## src/design/rolling_hash_pattern_matcher_macros.svh

```systemverilog
// Assertion macros shared by the rolling hash matcher RTL.
`ifndef ROLLING_HASH_PATTERN_MATCHER_MACROS_SVH
`define ROLLING_HASH_PATTERN_MATCHER_MACROS_SVH

// Consequent must hold in the same cycle as the antecedent.
`define RHPM_ASSERT_NOW(label, clk_sig, rst_n_sig, ante, cons) \
	label: assert property (@(posedge clk_sig) disable iff (!(rst_n_sig)) (ante) |-> (cons)) \
		else $error("rolling hash matcher: same-cycle check failed");

// Consequent must hold in the cycle after the antecedent.
`define RHPM_ASSERT_NEXT(label, clk_sig, rst_n_sig, ante, cons) \
	label: assert property (@(posedge clk_sig) disable iff (!(rst_n_sig)) (ante) |=> (cons)) \
		else $error("rolling hash matcher: next-cycle check failed");

`endif

```

## src/design/rhpm_pkg.sv

```systemverilog
`timescale 1ns / 1ps
// Shared constants, codes and modular arithmetic helpers for the rolling hash matcher.
package rhpm_pkg;

	localparam int HASH_W          = 30;
	localparam int POS_W           = 32;
	localparam int BYTE_W          = 8;
	localparam int LEN_W           = 7;
	localparam int MAX_PATTERN_DEF = 64;

	localparam logic [HASH_W-1:0] HASH_MOD    = 30'd1000000009;
	localparam logic [HASH_W-1:0] HASH_BASE   = 30'd31;
	localparam logic [BYTE_W-1:0] CHAR_OFFSET = 8'd96;

	// base product: 31 * x < 2^35; character product: 8 x 30 bits
	localparam int BASE_W  = HASH_W + 5;
	localparam int BASE_SH = BASE_W - 6;
	localparam int MUL_W   = HASH_W + BYTE_W;
	localparam int MUL_SH  = MUL_W - 8;

	// configuration register indexes
	typedef enum logic {
		REG_PATTERN_HASH   = 1'b0,
		REG_PATTERN_LENGTH = 1'b1
	} reg_index_t;

	// quotient-estimate tables: entry t holds floor(t*2^sh / M) * M
	typedef logic [BASE_W-1:0] base_tab_t [64];
	typedef logic [MUL_W-1:0]  mul_tab_t [256];

	// quotient grows with t, so it is stepped up rather than divided out
	function automatic base_tab_t build_base_tab();
		base_tab_t tab;
		longint    q;
		q = 0;
		for (int t = 0; t < 64; t++) begin
			while ((q + 1) * longint'(HASH_MOD) <= (longint'(t) << BASE_SH)) begin
				q++;
			end
			tab[t] = BASE_W'(q * longint'(HASH_MOD));
		end
		return tab;
	endfunction

	function automatic mul_tab_t build_mul_tab();
		mul_tab_t tab;
		longint   q;
		q = 0;
		for (int t = 0; t < 256; t++) begin
			while ((q + 1) * longint'(HASH_MOD) <= (longint'(t) << MUL_SH)) begin
				q++;
			end
			tab[t] = MUL_W'(q * longint'(HASH_MOD));
		end
		return tab;
	endfunction

	localparam base_tab_t BASE_TAB = build_base_tab();
	localparam mul_tab_t  MUL_TAB  = build_mul_tab();

	// x * 31 mod M for x < M; estimate leaves a remainder below 2M
	function automatic logic [HASH_W-1:0] mul_base_mod(input logic [HASH_W-1:0] x);
		logic [BASE_W-1:0] y;
		logic [BASE_W-1:0] r;
		y = BASE_W'(x) * BASE_W'(HASH_BASE);
		r = y - BASE_TAB[y[BASE_W-1:BASE_SH]];
		if (r >= BASE_W'(HASH_MOD)) begin
			r = r - BASE_W'(HASH_MOD);
		end
		return r[HASH_W-1:0];
	endfunction

endpackage

```

## src/design/rhpm_cell.sv

```systemverilog
`timescale 1ns / 1ps
// One cell of the prefix history chain: holds a prefix hash, passes it on per item.
module rhpm_cell (
	input  logic                        clk,
	input  logic                        shift,
	input  logic [rhpm_pkg::HASH_W-1:0] din,
	output logic [rhpm_pkg::HASH_W-1:0] dout
);

	logic [rhpm_pkg::HASH_W-1:0] hold_q;

	// take the neighbour's value when an item moves through
	always_ff @(posedge clk) begin
		if (shift) begin
			hold_q <= din;
		end
	end

	assign dout = hold_q;

endmodule

```

## src/design/rhpm_history.sv

```systemverilog
`timescale 1ns / 1ps
// Prefix hash history: a chain of cells, cell k holds the prefix from k items back.
module rhpm_history #(
	parameter int DEPTH = rhpm_pkg::MAX_PATTERN_DEF,
	localparam int IDX_W = (DEPTH > 1) ? $clog2(DEPTH) : 1
) (
	input  logic                        clk,
	input  logic                        shift,
	input  logic [rhpm_pkg::HASH_W-1:0] hold_in,
	input  logic [IDX_W-1:0]            tap_sel,
	output logic [rhpm_pkg::HASH_W-1:0] tap_out
);

	logic [rhpm_pkg::HASH_W-1:0] cell_q [DEPTH];

	// cell 0 takes the newest prefix, the others their left neighbour
	for (genvar i = 0; i < DEPTH; i++) begin : g_cell
		if (i == 0) begin : g_head
			rhpm_cell u_cell (
				.clk  (clk),
				.shift(shift),
				.din  (hold_in),
				.dout (cell_q[i])
			);
		end else begin : g_body
			rhpm_cell u_cell (
				.clk  (clk),
				.shift(shift),
				.din  (cell_q[i-1]),
				.dout (cell_q[i])
			);
		end
	end

	// tap for the window start, picked by pattern length
	assign tap_out = cell_q[tap_sel];

endmodule

```

## config.mk

```make
export PLATFORM = sky130hd
export DESIGN_NAME = rhpm_history
export DESIGN_NICKNAME = d
export VERILOG_FILES = /design/src/design/rolling_hash_pattern_matcher_macros.svh /design/src/design/rhpm_pkg.sv /design/src/design/rhpm_cell.sv /design/src/design/rhpm_history.sv
export SDC_FILE = /design/constraint.sdc
export NUM_CORES = 2
export LEC_CHECK = 0
export BUFFER_PORTS_ARGS = -buffer_cell sky130_fd_sc_hd__buf_2
export CAP_MARGIN = 10
export CORE_AREA = 2 2 544 546
export CTS_CLUSTER_DIAMETER = 150
export DETAILED_ROUTE_END_ITERATION = 16
export DIE_AREA = 0 0 546 548
export MAX_ROUTING_LAYER = met4
export SETUP_SLACK_MARGIN = 0.2
export SKIP_CTS_REPAIR_TIMING = 1
export SLEW_MARGIN = 20
export SYNTH_ARGS = -nofsm -noshare
export SYNTH_HDL_FRONTEND = slang
export SYNTH_HIERARCHICAL = 1
export SYNTH_SLANG_ARGS = --single-unit
```

## constraint.sdc

```tcl
create_clock -name clk -period 5.8 [get_ports clk]
set_input_delay 0.58 -clock clk [delete_from_list [all_inputs] [get_ports clk]]
set_output_delay 0.58 -clock clk [all_outputs]
set_load 0.01 [all_outputs]
```

## After elaboration in Yosys (flattened, before gate mapping)

Index checks and enable logic that the tools add are counted.
W data, S select, Z words.

| operators by class | value |
|---|---|
| bitwise gates (word level) | 1 |
| mux-type cells | 3 |
| order comparisons | 1 |

Operators with widths:

| operator | number |
|---|---|
| $bmux W30 S6 | 1 |
| $mux W30 | 2 |
| $ge A7 B7 Y1 const B | 1 |
| $not A6 Y7 | 1 |

| storage, ports and cells | value |
|---|---|
| output and inout bits | 30 |
| bits of input ports | 38 |
| word-level logic and storage cells | 69 |
| flip-flop bits (word level) | 1,920 |

## Longest topological paths before layout

| logic depth | value |
|---|---|
| word-level depth | 4 |
| gate-level depth with buffers | 10 |
| depth with buffers taken out | 5 |

## Modules after synthesis

Netlist, hierarchy kept.

By module, submodules not included:

| module | cells each | seq. area each (sq um) | instances | area an instance (sq um) |
|---|---|---|---|---|
| rhpm_cell | 30 | 900.9 | 64 | 900.9 |
| rhpm_history | 1,151 | 0.0 | 1 | 15,264.6 |

## Worst setup path after synthesis

Ideal clock, no wire load.

| timing path | value |
|---|---|
| path type | input port to output port |
| start point | input tap_sel[1] |
| end point | output tap_out[9] (netlist name) |
| stages | 7 |
| arrival time | 2,266 ps |
| path slack | 2,954 ps |
| buffers on the path | 3 |
| cells stage by stage | buf_2 -> buf_2 -> clkbuf_1 -> mux4_2 -> a211oi_1 -> a21oi_1 -> a221o_1 |

| on the way | value |
|---|---|
| longest elaborated chain between the ends | 4 |

RTL lines:

| what | RTL line | source |
|---|---|---|
| start: declaration | rhpm_history.sv:10 | `input logic [IDX_W-1:0] tap_sel,` |
| $not A6 Y7 (implied by the code) | rhpm_history.sv:36 | `assign tap_out = cell_q[tap_sel];` |
| $bmux W30 S6 | rhpm_history.sv:36 |  |
| $mux W30 (implied by the code) (2 in a row) | rhpm_history.sv:36 |  |
| end: declaration | rhpm_history.sv:11 | `output logic [rhpm_pkg::HASH_W-1:0] tap_out` |

No other way between the ends. The select of a mux whose other input is x is not followed.

## Worst setup path after layout

| timing path | value |
|---|---|
| start point | input tap_sel[2] |
| end point | output tap_out[5] (netlist name) |

The elaborated chain is that of the path after synthesis.

==> summary.txt <==
Min path
  – Tightest Hold Check Type: in2reg
  – Hold path cells: 1

Clock tree
  – Skew-Pair Late Insertion Delay: 0.84 ns
  – Clk sinks: between 1500 and 2000
  – Worst-case clock buffer depth: 4
  – TritonCTS Buffers: 200
  – CTS tree: yes
  – Root Buffer: clkbuf_16
  – Clk pin slew, worst setup/hold paths: 0.06 ns
  – CTS HTree Levels: 4

Place
  – GPL Wtd Cong: between 0.7 and 0.8
  – Port buffer count: 67
  – Post-DP HPWL: around 77000 um

Die
  – Die footprint: about 0.30 mm2
  – Core area: 0.293 mm2
  – Initial core utilization: between 20% and 30%
  – Die height: roughly 550 um
  – Row cnt: around 200
  – Die X: between 500 and 600 um
  – Top Ports: around 70

Cells and area
  – Nets: 3312
  – Reg area: between 0.05 and 0.06 mm2
  – Fill count: around 28000
  – Area of the multi-input gates: around 0.014 mm2
  – Share of cells above drive strength 1: ~27%
  – Area grow syn2layout: 16.2%
  – Final Util: 28.9%

Critical path
  – Crit path DAT: about 3.8 ns
  – CP Class: in2out
  – Worst setup EP type: primary output
  – WP data required: ~5.2 ns
  – CP Launch Type: primary input
  – Max Fanout on Critical Path: 68
  – FF-to-FF path depth: 0

STA
  – Tmin final: 4.37 ns
  – Worst Skew: ~0.087 ns
  – Endpoints failing setup: 0
  – Period utilization: approximately 75%
  – Fin Setup TNS: 0 ns
  – RSZ-0062 raised after global routing: false
  – Fmax: approximately 230 MHz
  – Slew Viols, Final: 0
  – Relative slew margins: between 10% and 20%
  – Slew @ Worst Pin: 1.26 ns
  – Final hold vios: 0

Routing
  – DRT antenna net count: 0
  – Vias: approximately 32000
  – Via-per-instance ratio: approximately 4.3
  – Initial DRC Count: between 3000 and 4000
  – Post-Route WL: 138000 um
  – DR WL/cell: ~19 um
  – # DRC: 0
  – Drt pass-1 iters: 5

Synth
  – Register area share after synthesis: 79.1%
  – Mapped Cells: 3071
  – Synth cell types: 32
  – Syn nets: just over 3000
  – Synthesized area per cell: between 20 and 25 um2
  – Mapped Area: around 0.073 mm2
  – Synthesized flop and latch total: 1920
  – Yosys Warn Count: 6

Pwr
  – Clk pwr share: 40.8%
  – Total Power: approximately 31000 uW
  – Leakage power: between 0.02 and 0.03 uW
  – Combinational share of power: 5.4%
  – Net Sw Power: around 6600 uW
  – Cell Pwr Density: between 300 and 400 mW/mm2
  – Switching share of power: between 20% and 30%
  – Sequential fraction of design power: 53.7%
  – Max IR drop VDD: around 0.29 mV
  – Pint: 24200 uW

Global routing
  – First-pass GRT wire length: 212000 um
  – Vias in the first global route: between 30000 and 40000
  – Pin count of the biggest net entering global routing: approximately 210
  – Initial antenna violation count: 4
  – Total track usage: under 10%
  – Remaining global-route overflow: 0

Run status
  – Status: finished, final reports clean

Flow run
  – Max cap viols: 0
## cell families (layout without fill, tap and decap cells)
logic type             Yosys count  in the layout  synth area share (%)
AOI/OAI and AO/OA              201            201                  1.78
buffers and inverters          179            536                  1.33
DFF                           1920           1920                  79.1
muxes                          627            627                  16.8
other                            0              3                     0
and+or+nand+nor                144            144                  1.01
## stage by stage
stage | instances | hold WS, ns | area, um2 | worst slack [ns]
2_1_floorplan | 3071 | 0.421 | 72900 | 2.95
3_3_place_gp | 6963 | 0.421 | 78100 | 1.46
3_5_place_dp | 6963 | 0.427 | 78100 | 1.44
4_1_cts | 7319 | -0.198 | 84400 | 1.43
5_1_grt | 7348 | 0.0520 | 84700 | 1.31
6_report | 7350 | 0.0770 | 84700 | 1.43
## cells in the mapped netlist
cell type	n	area share, %
mux2_2	40	0.62
inv_1	17	0.088
nor2_1	38	0.20
or3_1	1	0.0086
a221o_1	3	0.041
mux4_2	474	15
and2_1	2	0.017
buf_4	36	0.37
o221ai_1	3	0.036
o21ai_0	17	0.12
mux2i_1	113	1.6
a2111oi_0	3	0.036
edfxtp_1	1920	79
a22oi_1	47	0.48
nand3b_1	9	0.093
nor3b_1	2	0.021
nor3_1	37	0.25
a211oi_1	10	0.10
nand2_1	21	0.11
and3b_1	1	0.012
clkbuf_1	37	0.19
a211oi_2	1	0.017
nor2b_1	9	0.077
nand3_1	10	0.069
buf_2	65	0.45
buf_6	11	0.17
buf_1	13	0.067
or3b_2	6	0.072
a21oi_1	23	0.16
or4_1	8	0.082
o21ai_1	8	0.055
o22ai_1	86	0.74
## power groups by stage
stage	clock network, uW	logic (uW)	registers (uW)
finish	12600	1670	16600
global route	13500	1810	16700
CTS	12900	1690	16600
detailed placement	0	1690	16900
global placement	0	1670	16800
floorplan	0	1040	16700
## final cells by class
cell class | count | share of cell area [%]
antenna | 3 | 0.00886
clock buffer | 245 | 6.13
clock inverter | 111 | 1.32
inverter | 17 | 0.0753
multi-input combinational | 972 | 16.9
sequential | 1920 | 68.1
tap | 3919 | 5.79
timing repair buffer | 163 | 1.72
## flip-flops by register name (all words and copies together), names as in the netlist
| register | flops |
|---|---|
| g_cell.g_body.u_cell/dout | 1890 |
| g_cell.g_head.u_cell/dout | 30 |
## path summary, 6_finish.rpt
check                                         startpoint                                          end  slack, ns
max                                           tap_sel[2]                                   tap_out[5]       1.43
min reg2reg  g_cell[49].g_body.u_cell/dout[24]$_DFFE_PP_  g_cell[50].g_body.u_cell/dout[24]$_DFFE_PP_       0.38
max reg2reg   g_cell[0].g_head.u_cell/dout[17]$_DFFE_PP_   g_cell[1].g_body.u_cell/dout[17]$_DFFE_PP_       4.90
min                                           hold_in[9]    g_cell[0].g_head.u_cell/dout[9]$_DFFE_PP_       0.08
## worst max-delay path: stages
cell and delay [ns]:
buf_8 0.43, buf_4 0.66, buf_4 0.50, mux4_2 0.28, mux2i_1 0.07, a22oi_1 0.22
nand2_1 0.08, nor3_1 0.45, buf_2 0.24
## cells in the final DEF (no fill, tap or decap), drive strengths merged
cell type,Yosys,layout
dlygate4sd3,0,27
nand2,21,21
a221o,3,3
edfxtp,1920,1920
and2,2,2
mux2i,113,113
or4,8,8
a22oi,47,47
clkbuf,37,245
nor2b,9,9
bufinv,0,21
buf,125,136
nand3b,9,9
nor3b,2,2
nand3,10,10
diode,0,3
mux2,40,40
a211oi,11,11
a2111oi,3,3
o22ai,86,86
inv,17,24
o21ai,25,25
nor2,38,38
a21oi,23,23
clkinvlp,0,9
o221ai,3,3
or3b,6,6
clkinv,0,74
and3b,1,1
mux4,474,474
nor3,37,37
or3,1,1
## per-layer routing
metal	vias to the layer above	wire [um]	global-route usage (%)
met5	-	0	-
met4	0	3120	2.39
met3	222	7260	1.98
met2	748	62300	13.4
met1	17172	65100	13.1
li1	13663	-	-
No activity file was read; power rests on OpenSTA's default activity.
